--- src/rtl/core/lpg_pkg.sv ---
// Shared widths and constants for the lexicographic permutation generator.
package lpg_pkg;

    localparam int SLOTS   = 8;
    localparam int ELEM_W  = 3;
    localparam int RANK_W  = 16;
    localparam int SIZE_W  = 4;
    localparam int RESET_SIZE = 8;

    // Rank of the descending permutation for each element count, n! - 1.
    localparam logic [RANK_W-1:0] LAST_RANK [SLOTS+1] = '{
        16'd0, 16'd0, 16'd1, 16'd5, 16'd23, 16'd119, 16'd719, 16'd5039, 16'd40319
    };

endpackage

--- src/rtl/core/lpg_if.sv ---
// Request and result channel interfaces.
interface lpg_req_if;
    import lpg_pkg::*;
    logic valid;
    logic ready;
    logic restart;

    modport source (output valid, output restart, input ready);
    modport sink   (input valid, input restart, output ready);
endinterface

interface lpg_res_if;
    import lpg_pkg::*;
    logic              valid;
    logic              ready;
    logic [ELEM_W-1:0] element_0;
    logic [ELEM_W-1:0] element_1;
    logic [ELEM_W-1:0] element_2;
    logic [ELEM_W-1:0] element_3;
    logic [ELEM_W-1:0] element_4;
    logic [ELEM_W-1:0] element_5;
    logic [ELEM_W-1:0] element_6;
    logic [ELEM_W-1:0] element_7;
    logic [RANK_W-1:0] rank;
    logic              is_last;

    modport source (output valid, output element_0, output element_1, output element_2,
                    output element_3, output element_4, output element_5,
                    output element_6, output element_7, output rank, output is_last,
                    input ready);
    modport sink   (input valid, input element_0, input element_1, input element_2,
                    input element_3, input element_4, input element_5,
                    input element_6, input element_7, input rank, input is_last,
                    output ready);
endinterface

--- src/rtl/core/lpg_next.sv ---
// Combinational successor: pivot, swap and tail reversal, plus rank and last flag.
module lpg_next #(
    parameter int MAX_SIZE = 8
) (
    input  logic [MAX_SIZE-1:0][lpg_pkg::ELEM_W-1:0] perm,
    input  logic [lpg_pkg::SIZE_W-1:0]               n,
    input  logic [lpg_pkg::RANK_W-1:0]               rank,
    input  logic                                     restart,
    input  logic                                     started,
    output logic [MAX_SIZE-1:0][lpg_pkg::ELEM_W-1:0] perm_next,
    output logic [lpg_pkg::RANK_W-1:0]               rank_next,
    output logic                                     is_last
);
    import lpg_pkg::*;

    localparam int IDX_W = $clog2(MAX_SIZE);

    logic [IDX_W-1:0]                  piv;
    logic [IDX_W-1:0]                  succ;
    logic                              found;
    logic [ELEM_W-1:0]                 piv_val;
    logic [MAX_SIZE-1:0][ELEM_W-1:0]   swapped;
    logic [MAX_SIZE-1:0][ELEM_W-1:0]   advanced;
    logic [4:0]                        ridx;

    always_comb
    begin
        piv   = '0;
        found = 1'b0;
        for (int i = 0; i < MAX_SIZE - 1; i++)
        begin
            if ((i + 1 < int'(n)) && (perm[i] < perm[i+1]))
            begin
                piv   = IDX_W'(i);
                found = 1'b1;
            end
        end

        // tail after the pivot is descending: rightmost larger value is the successor
        piv_val = perm[piv];
        succ    = piv;
        for (int j = 0; j < MAX_SIZE; j++)
        begin
            if ((j > int'(piv)) && (j < int'(n)) && (perm[j] > piv_val))
                succ = IDX_W'(j);
        end

        swapped       = perm;
        swapped[piv]  = perm[succ];
        swapped[succ] = piv_val;

        advanced = swapped;
        ridx     = '0;
        for (int k = 0; k < MAX_SIZE; k++)
        begin
            ridx = 5'(n) + 5'(piv) - 5'(k);
            if ((k > int'(piv)) && (k < int'(n)))
                advanced[k] = swapped[ridx[IDX_W-1:0]];
        end

        if (restart || !started || !found)
        begin
            for (int k = 0; k < MAX_SIZE; k++)
                perm_next[k] = ELEM_W'(k);
            rank_next = '0;
        end
        else
        begin
            perm_next = advanced;
            rank_next = rank + RANK_W'(1);
        end

        is_last = (rank_next == LAST_RANK[n]);
    end

endmodule

--- src/rtl/core/lexicographic_permutation_generator.sv ---
// Top level: permutation state, successor logic and registered result word.
//
//  channel  dir  fields                                   handshake
//  req      in   restart                                  valid/ready
//  res      out  element_0..element_7, rank, is_last      valid/ready
//  cfg      in   cfg_wdata (perm_size)                    cfg_we, no ready
//
// One request word per cycle while req.ready; result is valid in the cycle after.
// The successor is computed in a single pass from the stored permutation.
// Reset and any size write bring back the identity with rank zero.
// req.ready is low only while a result word is held and res.ready is low.
module lexicographic_permutation_generator #(
    parameter int MAX_SIZE = 8
) (
    input  logic                       clk,
    input  logic                       rst_n,
    input  logic                       cfg_we,
    input  logic [lpg_pkg::SIZE_W-1:0] cfg_wdata,
    lpg_req_if.sink                    req,
    lpg_res_if.source                  res
);
    import lpg_pkg::*;

    logic [MAX_SIZE-1:0][ELEM_W-1:0] perm_reg;
    logic [MAX_SIZE-1:0][ELEM_W-1:0] perm_next;
    logic [RANK_W-1:0]               rank_reg;
    logic [RANK_W-1:0]               rank_next;
    logic                            started_reg;
    logic [SIZE_W-1:0]               size_reg;
    logic [SIZE_W-1:0]               n;
    logic                            last_next;

    logic                            res_valid_reg;
    logic [SLOTS-1:0][ELEM_W-1:0]    elem_reg;
    logic [SLOTS-1:0][ELEM_W-1:0]    elem_next;
    logic [RANK_W-1:0]               res_rank_reg;
    logic                            res_last_reg;
    logic                            take;

    always_comb
    begin
        if (size_reg == '0)
            n = SIZE_W'(1);
        else if (size_reg > SIZE_W'(MAX_SIZE))
            n = SIZE_W'(MAX_SIZE);
        else
            n = size_reg;
    end

    lpg_next #(.MAX_SIZE(MAX_SIZE)) u_next (
        .perm      (perm_reg),
        .n         (n),
        .rank      (rank_reg),
        .restart   (req.restart),
        .started   (started_reg),
        .perm_next (perm_next),
        .rank_next (rank_next),
        .is_last   (last_next)
    );

    always_comb
    begin
        elem_next = '0;
        for (int k = 0; k < MAX_SIZE; k++)
        begin
            if (k < int'(n))
                elem_next[k] = perm_next[k];
        end
    end

    assign req.ready = !res_valid_reg || res.ready;
    assign take      = req.valid && req.ready;

    always_ff @(posedge clk or negedge rst_n)
    begin
        if (!rst_n)
        begin
            for (int k = 0; k < MAX_SIZE; k++)
                perm_reg[k] <= ELEM_W'(k);
            rank_reg      <= '0;
            started_reg   <= 1'b0;
            size_reg      <= SIZE_W'(RESET_SIZE);
            res_valid_reg <= 1'b0;
        end
        else
        begin
            if (cfg_we)
            begin
                size_reg <= cfg_wdata;
                for (int k = 0; k < MAX_SIZE; k++)
                    perm_reg[k] <= ELEM_W'(k);
                rank_reg    <= '0;
                started_reg <= 1'b0;
            end
            else if (take)
            begin
                perm_reg    <= perm_next;
                rank_reg    <= rank_next;
                started_reg <= 1'b1;
            end

            if (take)
                res_valid_reg <= 1'b1;
            else if (res.ready)
                res_valid_reg <= 1'b0;
        end
    end

    always_ff @(posedge clk)
    begin
        if (take)
        begin
            elem_reg     <= elem_next;
            res_rank_reg <= rank_next;
            res_last_reg <= last_next;
        end
    end

    assign res.valid     = res_valid_reg;
    assign res.element_0 = elem_reg[0];
    assign res.element_1 = elem_reg[1];
    assign res.element_2 = elem_reg[2];
    assign res.element_3 = elem_reg[3];
    assign res.element_4 = elem_reg[4];
    assign res.element_5 = elem_reg[5];
    assign res.element_6 = elem_reg[6];
    assign res.element_7 = elem_reg[7];
    assign res.rank      = res_rank_reg;
    assign res.is_last   = res_last_reg;

endmodule
--- src/flat_wrapper.sv ---
// flat-port wrapper written by rule: the top's interface ports become plain ports
module lexicographic_permutation_generator_flat import lpg_pkg::*;
#(
    parameter int MAX_SIZE = 8
)
  (clk, rst_n, cfg_we, cfg_wdata, req_valid, req_restart, req_ready, res_valid, res_element_0, res_element_1, res_element_2, res_element_3, res_element_4, res_element_5, res_element_6, res_element_7, res_rank, res_is_last, res_ready);
  lpg_req_if req_i ();
  lpg_res_if res_i ();
  input  logic clk;
  input  logic rst_n;
  input  logic cfg_we;
  input  logic [lpg_pkg::SIZE_W-1:0] cfg_wdata;
  input wire logic [$bits(req_i.valid)-1:0] req_valid;
  input wire logic [$bits(req_i.restart)-1:0] req_restart;
  output wire logic [$bits(req_i.ready)-1:0] req_ready;
  output wire logic [$bits(res_i.valid)-1:0] res_valid;
  output wire logic [$bits(res_i.element_0)-1:0] res_element_0;
  output wire logic [$bits(res_i.element_1)-1:0] res_element_1;
  output wire logic [$bits(res_i.element_2)-1:0] res_element_2;
  output wire logic [$bits(res_i.element_3)-1:0] res_element_3;
  output wire logic [$bits(res_i.element_4)-1:0] res_element_4;
  output wire logic [$bits(res_i.element_5)-1:0] res_element_5;
  output wire logic [$bits(res_i.element_6)-1:0] res_element_6;
  output wire logic [$bits(res_i.element_7)-1:0] res_element_7;
  output wire logic [$bits(res_i.rank)-1:0] res_rank;
  output wire logic [$bits(res_i.is_last)-1:0] res_is_last;
  input wire logic [$bits(res_i.ready)-1:0] res_ready;
  assign req_i.valid = req_valid;
  assign req_i.restart = req_restart;
  assign req_ready = req_i.ready;
  assign res_valid = res_i.valid;
  assign res_element_0 = res_i.element_0;
  assign res_element_1 = res_i.element_1;
  assign res_element_2 = res_i.element_2;
  assign res_element_3 = res_i.element_3;
  assign res_element_4 = res_i.element_4;
  assign res_element_5 = res_i.element_5;
  assign res_element_6 = res_i.element_6;
  assign res_element_7 = res_i.element_7;
  assign res_rank = res_i.rank;
  assign res_is_last = res_i.is_last;
  assign res_i.ready = res_ready;
  lexicographic_permutation_generator #(.MAX_SIZE(MAX_SIZE)) u_core (.clk(clk), .rst_n(rst_n), .cfg_we(cfg_we), .cfg_wdata(cfg_wdata), .req(req_i), .res(res_i));
endmodule
--- config.mk ---
export PLATFORM = sky130hd
export DESIGN_NAME = lexicographic_permutation_generator_flat
export DESIGN_NICKNAME = d
export VERILOG_FILES = /design/src/rtl/core/lpg_pkg.sv /design/src/rtl/core/lpg_if.sv /design/src/rtl/core/lpg_next.sv /design/src/rtl/core/lexicographic_permutation_generator.sv /design/src/flat_wrapper.sv
export SDC_FILE = /design/constraint.sdc
export NUM_CORES = 1
export LEC_CHECK = 0
export ABC_CLOCK_PERIOD_IN_PS = 12200
export BUFFER_PORTS_ARGS = -buffer_cell sky130_fd_sc_hd__buf_4
export CAP_MARGIN = 20
export CORE_MARGIN = 2
export CORE_UTILIZATION = 25
export CTS_CLUSTER_SIZE = 30
export DETAILED_ROUTE_END_ITERATION = 16
export GPL_TIMING_DRIVEN = 0
export HOLD_SLACK_MARGIN = 0.1
export SKIP_LAST_GASP = 1
export SLEW_MARGIN = 15
export SYNTH_ARGS = -nofsm -noshare
export SYNTH_HDL_FRONTEND = slang
export SYNTH_HIERARCHICAL = 1
export SYNTH_SLANG_ARGS = --single-unit
--- constraint.sdc ---
create_clock -name clk -period 12.2 [get_ports clk]
set_input_delay 2.44 -clock clk [delete_from_list [all_inputs] [get_ports clk]]
set_output_delay 2.44 -clock clk [all_outputs]
set_load 0.02 [all_outputs]
# --- Word level (Yosys, flattened, before mapping) ---
# Memory sizes are Yosys's and may differ from the RTL's.
# Cells that the tools add are included.
classes:
  n_addsub: 9
  magnitude_cmp: 42
  eq_ne: 1
  n_mux: 65
  bitwise_logic: 1
  reduce_logical: 33
op_table:
  columns: ["operator", "n"]
  rows:
  - ["$mux W3", 30]
  - ["$bmux W3 S3", 9]
  - ["$mux W16", 5]
  - ["$mux W24", 3]
  - ["$bwmux W24", 2]
  - ["$lt A3 B4 Y1 const B", 9]
  - ["$logic_and A1 B1 Y1", 24]
  - ["$gt A3 B3 Y1", 7]
  - ["$lt A3 B3 Y1", 7]
  - ["$demux W3 S3", 2]
  - ["$add A16 B1 Y16 const B", 1]
  - ["$eq A16 B16 Y1", 1]
  - ["$lt A3 B4 Y1 const A", 4]
  - ["$gt A3 B3 Y1 const A", 4]
  - ["$mux W1", 12]
  - ["$sub A3 B3 Y3 const B", 4]
  - ["$lt A1 B4 Y1 const A", 2]
  - ["$lt A2 B4 Y1 const A", 2]
  - ["$mux W4", 2]
  - ["$ge A3 B1 Y1 const B", 2]
  - ["$gt A2 B3 Y1 const A", 2]
  - ["$sub A3 B2 Y3 const B", 2]
  - ["$ge A5 B5 Y1 const B", 1]
  - ["$not A4 Y5", 1]
  - ["8 further kinds", 13]
totals:
  regBits: 87
  romBits: 256
  inputBits: 10
  output_inout_bits: 43
  wordCells: 174
  memories: 1
memory_table:
  columns: ["name", "words", "width", "rd", "rd_ports_with_merged_regs", "write_ports", "line_no", "source"]
  rows:
  - ["(no name shown)", 16, 16, 1, 0, 0, "lpg_next.sv:73", "is_last = (rank_next == LAST_RANK[n]);"]

# --- Longest topological paths before layout ---
# Gate-level depths: netlist of run 1.
logic_depth:
  word_depth: 33
  mapped_depth: 35
  ltp_nobuf: 32

# --- By module ---
# The synthesis of run 1 kept the hierarchy.
by_module_without_submodules:
  columns: ["module", "instances", "cells_per_inst", "area_each_um2", "seq_area_each_um2"]
  rows:
  - ["lpg_next", 1, 695, 4640.7, 0.0]
  - ["lexicographic_permutation_generator", 1, 265, 3594.7, 2398.6]

# --- Least setup slack after synthesis of run 1 ---
# OpenSTA, ideal clock, no wires.
synth_path:
  path_kind: "reg-to-reg"
  start: "register u_core.size_reg[3]"
  end: "register u_core/perm_reg[17] (netlist bit)"
  setup_time_ns: 0.082
  arrival_ns: 6.577
  t_required_ns: 12.118
  path_slack_ns: 5.542
  stages_incl_launch_ff: 34
  path_buffers: 3
  synth_period_minus_slack_ns: 6.658
  cell_sequence: "dfstp_2 -> clkbuf_1 -> nor2b_1 -> clkbuf_1 -> inv_1 -> ha_1 -> nor2b_1 -> o221a_2 -> clkbuf_1 -> a21oi_1 -> nor2_1 -> a211oi_1 -> a21oi_1 -> nand2_1 -> a31oi_1 -> mux2i_1 -> inv_1 -> ha_1 -> nand2_1 -> a21oi_1 -> or4_1 -> a211oi_1 -> a21oi_1 -> o21ai_1 -> nand3_1 -> o32ai_1 -> a31oi_1 -> nand2_1 -> o21ai_2 -> a21boi_1 -> mux4_2 -> o21a_1 -> and3_1 -> a211o_1"
synth_lines:
  columns: ["item", "line_no", "source"]
  rows:
  - ["start, declared", "lexicographic_permutation_generator.sv:29", "logic [SIZE_W-1:0] size_reg;"]
  - ["start signal, assigned", "lexicographic_permutation_generator.sv:82", "size_reg <= SIZE_W'(RESET_SIZE);"]
  - ["start signal, assigned", "lexicographic_permutation_generator.sv:89", "size_reg <= cfg_wdata;"]
  - ["end signal, assigned by index", "lexicographic_permutation_generator.sv:79", "perm_reg[k] <= ELEM_W'(k);"]
  - ["end signal, assigned by index", "lexicographic_permutation_generator.sv:91", "perm_reg[k] <= ELEM_W'(k);"]
  - ["end signal, assigned", "lexicographic_permutation_generator.sv:97", "perm_reg <= perm_next;"]
  - ["end, declared", "lexicographic_permutation_generator.sv:24", "logic [MAX_SIZE-1:0][ELEM_W-1:0] perm_reg;"]

==> results of run 1 <==
-- final timing paths --
kind / startpoint / cells after the start / slack (ns) / end
worst max-delay path: u_core/size_reg[1]$_DFFE_PN0P_ / 31 / 2.78 / u_core/perm_reg[8]$_DFFE_PN0P_
worst min-delay path: u_core/rank_reg[13]$_DFFE_PN0P_ / 2 / 0.58 / u_core/rank_reg[13]$_DFFE_PN0P_
worst max register to register: u_core/size_reg[1]$_DFFE_PN0P_ / 31 / 2.78 / u_core/perm_reg[8]$_DFFE_PN0P_
worst min register to register: u_core/rank_reg[13]$_DFFE_PN0P_ / 2 / 0.58 / u_core/rank_reg[13]$_DFFE_PN0P_
max in group asynchronous: rst_n / 1 / 9.67 / u_core/size_reg[0]$_DFFE_PN0P_
min in group asynchronous: rst_n / 1 / 2.10 / u_core/rank_reg[12]$_DFFE_PN0P_
-- kinds of logic after synthesis --
logic type,share of synthesized area [%]
DFF,29.1
adders and majority gates,5.71
muxes,5.52
and+or+nand+nor,25.6
AOI/OAI and AO/OA,26.0
buffers and inverters,5.61
xor gates and xnor gates,2.45
-- cells in the mapped netlist (10+ instances only) --
master | instances | share of area, %
a211o_1 | 15 | 1.6
a211oi_1 | 13 | 1.2
a21oi_1 | 43 | 2.6
a31oi_1 | 17 | 1.3
and2_1 | 10 | 0.76
and3_1 | 17 | 1.3
buf_2 | 12 | 0.73
clkbuf_1 | 37 | 1.7
dfrtp_1 | 33 | 10
dfstp_2 | 13 | 4.1
edfxtp_1 | 41 | 15
ha_1 | 36 | 5.5
inv_1 | 49 | 2.2
mux2i_1 | 15 | 1.8
mux4_2 | 10 | 2.7
nand2_1 | 64 | 2.9
nand2b_1 | 31 | 2.4
nand3_1 | 32 | 1.9
nand4_1 | 11 | 0.84
nand4b_1 | 29 | 3.1
nor2_1 | 103 | 4.7
nor2b_1 | 22 | 1.7
nor3_1 | 28 | 1.7
nor4_1 | 10 | 0.76
o211ai_1 | 10 | 0.91
o21ai_0 | 46 | 2.8
o21ai_2 | 11 | 1.2
xnor2_1 | 18 | 1.9
-- where the power goes --
part | leakage, nW | switching [W] | internal (W)
Sequential | 0.986 | 0.0000161 | 0.000327
Clock | 0.140 | 0.000118 | 0.000160
Combinational | 2.38 | 0.000589 | 0.000301
Total | 3.51 | 0.000724 | 0.000788
-- stage by stage --
stage / power (W) / instances
2_1_floorplan: 0.000958 / 960
3_3_place_gp: 0.00121 / 1453
3_5_place_dp: 0.00121 / 1454
4_1_cts: 0.00149 / 1470
5_1_grt: 0.00159 / 1470
6_report: 0.00151 / 1470
-- layer usage --
layer  vias to the layer above  global-route usage [%]
met4                         0                    6.41
met1                      4067                    24.6
met2                       433                    29.3
li1                       3755                       -
met3                        53                    2.90
met5                         -                       0
-- worst max-delay path: cells and delay by family, from the launching register on --
kind                       cells  cell delay [ns]
AOI/OAI and AO/OA             14             3.52
DFF                            1             0.32
adders and majority gates      2             0.55
and+or+nand+nor                9             2.60
buffers and inverters          5             1.74
muxes                          1             0.58
-- area by class of cell --
| type | instances | area (um2) |
|---|---|---|
| multi-input combinational | 764 | 5380 |
| clock buffer | 10 | 229 |
| timing repair buffer | 52 | 388 |
| tap | 442 | 553 |
| inverter | 51 | 191 |
| buffer | 58 | 270 |
| sequential | 87 | 2400 |
| fill | 3438 | 23000 |
| clock inverter | 6 | 68.8 |
==> reports/metrics.csv, run 1 <==
stage,metric,value,unit
timing,clock skew,0.00833,ns
place,routability congestion estimate from global placement,0.990,
synth,mapped cell area,8240,um2
clocking,Clock Tree Root,clkbuf_16,
drt,final wirelength,31300,um
synth,Synth Area per Inst,8.58,um2
critical_path,CP startpoint kind,flop,
status,outcome,completed,
drt,DR WL met2,14200,um
pwr,leakage power,3.51,nW
timing,fmax,106,MHz
synth,Mapped Cells,960,
synth,Yosys warnings,6,
drt,initial DRC count,955,
synth,Post-synth top flop,edfxtp_1,
global_routing,initial antenna violation count,0,
timing,endpoints failing setup,0,
synth,"FFs w/ async S/R, synth",52.9,%
clocking,clk slew on worst S/H paths,0.07,ns
clocking,Post-CTS Hold Buffers,0,
synth,Post-Synthesis Net Count,1007,
finish,most frequent cells in the layout,"nor2_1 (103), nand2_1 (64), buf_4 (54), inv_1 (49), o21ai_0 (46)",
drt,Routed met3 length,2790,um
finish,Final #Nets,1070,
global_routing,Total GRT Usage,18.2,%
clocking,post-CTS resize count,0,
finish,layout cells sized above 1,16.2,%
synth,synthesized flop and latch total,87,
drt,vias after detailed routing,8308,
finish,Inserted Diodes,0,
timing,Period minus WS final,9.42,ns
global_routing,vias in the first global route,7800,
drt,# DRC,0,
timing,Hold Fails Final Rpt,0,
place,Place WS,3.16,ns
synth,number of distinct library cells after synthesis,103,
drt,wl on met1,13400,um
flow_run,MaxCap Viol Count,0,
drt,DR WL/cell,21.3,um
floorplanning,area of the core,32500,um2
critical_path,data required time of the worst path,12.45,ns
global_routing,first-pass GRT wire length,48100,um
pwr,power per cell area,159,nW/um2
clocking,"Clk Latency, worst-skew pair",0.34,ns
finish,"commonest non-fill, non-tap cell in the layout",nor2_1,
critical_path,CP Capture Type,flop,
critical_path,"Slowest-stage cell, CP",nor4b_2,
floorplanning,width of the die,186,um
floorplanning,die height,186,um
place,IO buf count,51,
clocking,Clock Sinks,87,
global_routing,largest net degree at the start of global routing,51,
critical_path,most frequent CP cell,a21oi_1,
timing,RSZ-0062 raised after global routing,no,
drt,remaining antenna violation count,0,
place,hpwl dp,24100,um
timing,Final Max Tran Viols,0,
finish,post-route cell area,9480,um2
timing,final worst slack,2.78,ns
timing,Worst-Margin Slew,1.05,ns
finish,max reg flops,24,
critical_path,CP max FO,9,
critical_path,CP Class,reg -> reg,
drt,drt first pass iters,5,
floorplanning,Initial Utilization,25.4,%
timing,hold_ws,0.583,ns
timing,final setup TNS,0,ns
place,Placed Instance Area,9180,um2
hold_path,worst min path class,reg -> reg,
clocking,H-tree depth,3,
critical_path,Critical Path Max Stage Delay,0.76,ns
synth,sequential fraction of the synthesis area,29.1,%
clocking,CTS tree,yes,
timing,fin crit share,77.2,%
clocking,clock buffer depth,2,
drt,via-per-instance ratio,5.65,
clocking,Post-CTS Setup Inserts,0,
floorplanning,DIE AREA,34400,um2
synth,number of enable flip-flop cells after synthesis,41,
drt,top sig layer,met4,
finish,Area Overhead vs Synth,15.1,%
floorplanning,Rows,66,
timing,Max-slew headroom,29.9,%
clocking,TritonCTS Buffers,9,
critical_path,crit path DAT,9.67,ns
global_routing,Overflow after GRT,0,
pwr,VDD IR max,0.0000751,V
finish,fin util,29.2,%
floorplanning,Ports,53,
Note: power is estimated with default switching activity, not from simulation.
==> run 2: changes to the inputs <==
Settings changed: ABC_CLOCK_PERIOD_IN_PS 12200 to 8600.
Clock period 12.2 ns to 8.6 ns, I/O delays scaled along.
==> run 2 against run 1 <==
  * Register-to-register slack worse by 2.5 ns
  * Sequential cell count unchanged
  * Critical path depth down 2
  * Cell area increased by 1.2%
  * Via count is 0.84% higher
  * Core utilization up 0.34 points
  * Sequential share of layout area fell by 0.29 points
  * Non-clock buffer count rose by 1
  * Count of clock-buffer cells in the layout unchanged
  * Sequential power is 42% higher
  * Worst setup slack got worse by 2.5 ns
  * Clock skew grew 0.0014 ns
  * Largest cell class unchanged
==> reports/metrics.csv, run 2 (synthesis gave the netlist of run 1 again) <==
stage,metric,value,unit
drt,# DRC,0,
critical_path,Critical Path Max Stage Delay,0.61,ns
drt,final wirelength,31300,um
finish,"commonest non-fill, non-tap cell in the layout",nor2_1,
place,routability congestion estimate from global placement,0.990,
timing,clock skew,0.00977,ns
timing,fmax,120,MHz
timing,Final Max Tran Viols,0,
floorplanning,width of the die,186,um
global_routing,vias in the first global route,7827,
drt,drt first pass iters,5,
critical_path,data required time of the worst path,8.88,ns
status,outcome,completed,
finish,Final #Nets,1071,
flow_run,MaxCap Viol Count,0,
critical_path,CP Capture Type,flop,
finish,fillers,3436,
floorplanning,DIE AREA,34400,um2
timing,Period minus WS final,8.33,ns
drt,initial DRC count,954,
timing,RSZ-0062 raised after global routing,yes,
floorplanning,Initial Utilization,25.4,%
clocking,H-tree depth,3,
critical_path,CP Class,reg -> reg,
place,Placed Instance Area,9180,um2
floorplanning,Rows,66,
pwr,leakage power,3.55,nW
clocking,TritonCTS Buffers,9,
timing,final worst slack,0.269,ns
floorplanning,die height,186,um
clocking,Clock Tree Root,clkbuf_16,
timing,fin crit share,96.9,%
drt,vias after detailed routing,8378,
critical_path,CP max FO,10,
clocking,clock buffer depth,2,
finish,max reg flops,24,
hold_path,WHS Path Cells,2,
global_routing,Total GRT Usage,18.2,%
finish,most frequent cells in the layout,"nor2_1 (102), nand2_1 (63), buf_4 (57), inv_1 (48), o21ai_0 (46)",
finish,Inserted Diodes,0,
drt,remaining antenna violation count,0,
finish,Area Overhead vs Synth,16.4,%
critical_path,"Slowest-stage cell, CP",a311oi_1,
drt,DR WL/cell,21.3,um
clocking,CTS tree,yes,
timing,Worst-Margin Slew,1.05,ns
timing,endpoints failing setup,0,
pwr,VDD IR max,0.000106,V
global_routing,largest net degree at the start of global routing,51,
place,IO buf count,51,
critical_path,CP startpoint kind,flop,
floorplanning,Ports,53,
clocking,clk slew on worst S/H paths,0.06,ns
hold_path,worst min path class,reg -> reg,
place,Place WS,-0.443,ns
clocking,"Clk Latency, worst-skew pair",0.34,ns
floorplanning,area of the core,32500,um2
critical_path,most frequent CP cell,o21ai_0,
pwr,power per cell area,226,nW/um2
global_routing,first-pass GRT wire length,48100,um
clocking,Clock Sinks,87,
timing,Max-slew headroom,29.7,%
global_routing,Overflow after GRT,0,
finish,layout cells sized above 1,18.2,%
global_routing,initial antenna violation count,0,
drt,via-per-instance ratio,5.70,
critical_path,Register-to-Register Path Depth,29,
place,hpwl dp,24100,um
critical_path,crit path DAT,8.61,ns
finish,post-route cell area,9590,um2
timing,Hold Fails Final Rpt,0,
run 2: cell types whose count changed in the layout (fill, tap and decap cells not counted), moves of 2 or more:
cell / before / now
mux2i_1: 15 / 12
clkbuf_1: 38 / 35
a31oi_2: 0 / 2
mux2i_2: 0 / 3
buf_4: 54 / 57
a31oi_1: 17 / 15
a21oi_1: 43 / 40
a21oi_2: 2 / 5
run 2: worst max-delay path: cells and delay by family (launching register included):
kind                     cells  cell delay [ns]
flip-flops                   1             0.32
AND/OR/NAND/NOR              9             2.59
AO/OA/AOI/OAI               14             3.65
adder cells (fa/ha/maj)      2             0.56
buffers and inverters        4             1.13
run 2: timing repair:
action                                  4_1_cts  5_1_grt
hold buffers                                  0        0
pin swaps                                     0        1
gates cloned                                  0        0
buffers inserted                              0        3
resized for setup                             8       13
endpoints found under the hold margin         0        0
endpoints found under the setup margin       42       42
run 2: final cells by class:
cell class                 instances  area, um2  share of cell area, %
multi-input combinational        764       5470                   57.0
sequential                        87       2400                   25.0
clock inverter                     6       68.8                  0.718
inverter                          51        195                   2.04
timing repair buffer              55        410                   4.28
clock buffer                      10        229                   2.39
tap                              442        553                   5.77
buffer                            56        264                   2.75
run 2: per-stage QoR:
step	instances	util [%]	setup TNS [ns]	hold WS, ns	total power, W
2_1_floorplan	960	-	0	0.477	0.00136
3_3_place_gp	1453	28.3	-5.17	0.517	0.00171
3_5_place_dp	1454	28.3	-7.66	0.553	0.00171
4_1_cts	1469	29.3	0	0.582	0.00212
5_1_grt	1471	29.5	-0.00746	0.603	0.00228
6_report	1471	29.5	0	0.579	0.00217
run 2: layer usage:
metal | GRT usage [%] | part of all wire (%) | vias to the layer above
met4 | 6.79 | 3.1 | 0
li1 | - | - | 3758
met5 | 0 | 0 | -
met2 | 29.1 | 46 | 454
met1 | 24.6 | 42 | 4108
met3 | 3.05 | 9.4 | 58
run 2: power breakdown:
group / switching [W] / total (W) / internal, W
combinational: 0.000851 / 0.00129 / 0.000438
clock: 0.000168 / 0.000395 / 0.000227
sequential: 0.0000239 / 0.000487 / 0.000463
total: 0.00104 / 0.00217 / 0.00113
run 2: final timing paths:
check	startpoint	end	slack (ns)
hold / removal	u_core/rank_reg[15]$_DFFE_PN0P_	u_core/rank_reg[15]$_DFFE_PN0P_	0.58
hold reg to reg	u_core/rank_reg[15]$_DFFE_PN0P_	u_core/rank_reg[15]$_DFFE_PN0P_	0.58
max in group asynchronous	rst_n	u_core/size_reg[0]$_DFFE_PN0P_	6.79
min in group asynchronous	rst_n	u_core/rank_reg[10]$_DFFE_PN0P_	1.38
setup reg to reg	u_core/size_reg[1]$_DFFE_PN0P_	u_core/perm_reg[7]$_DFFE_PN1P_	0.27
setup / recovery	u_core/size_reg[1]$_DFFE_PN0P_	u_core/perm_reg[7]$_DFFE_PN1P_	0.27
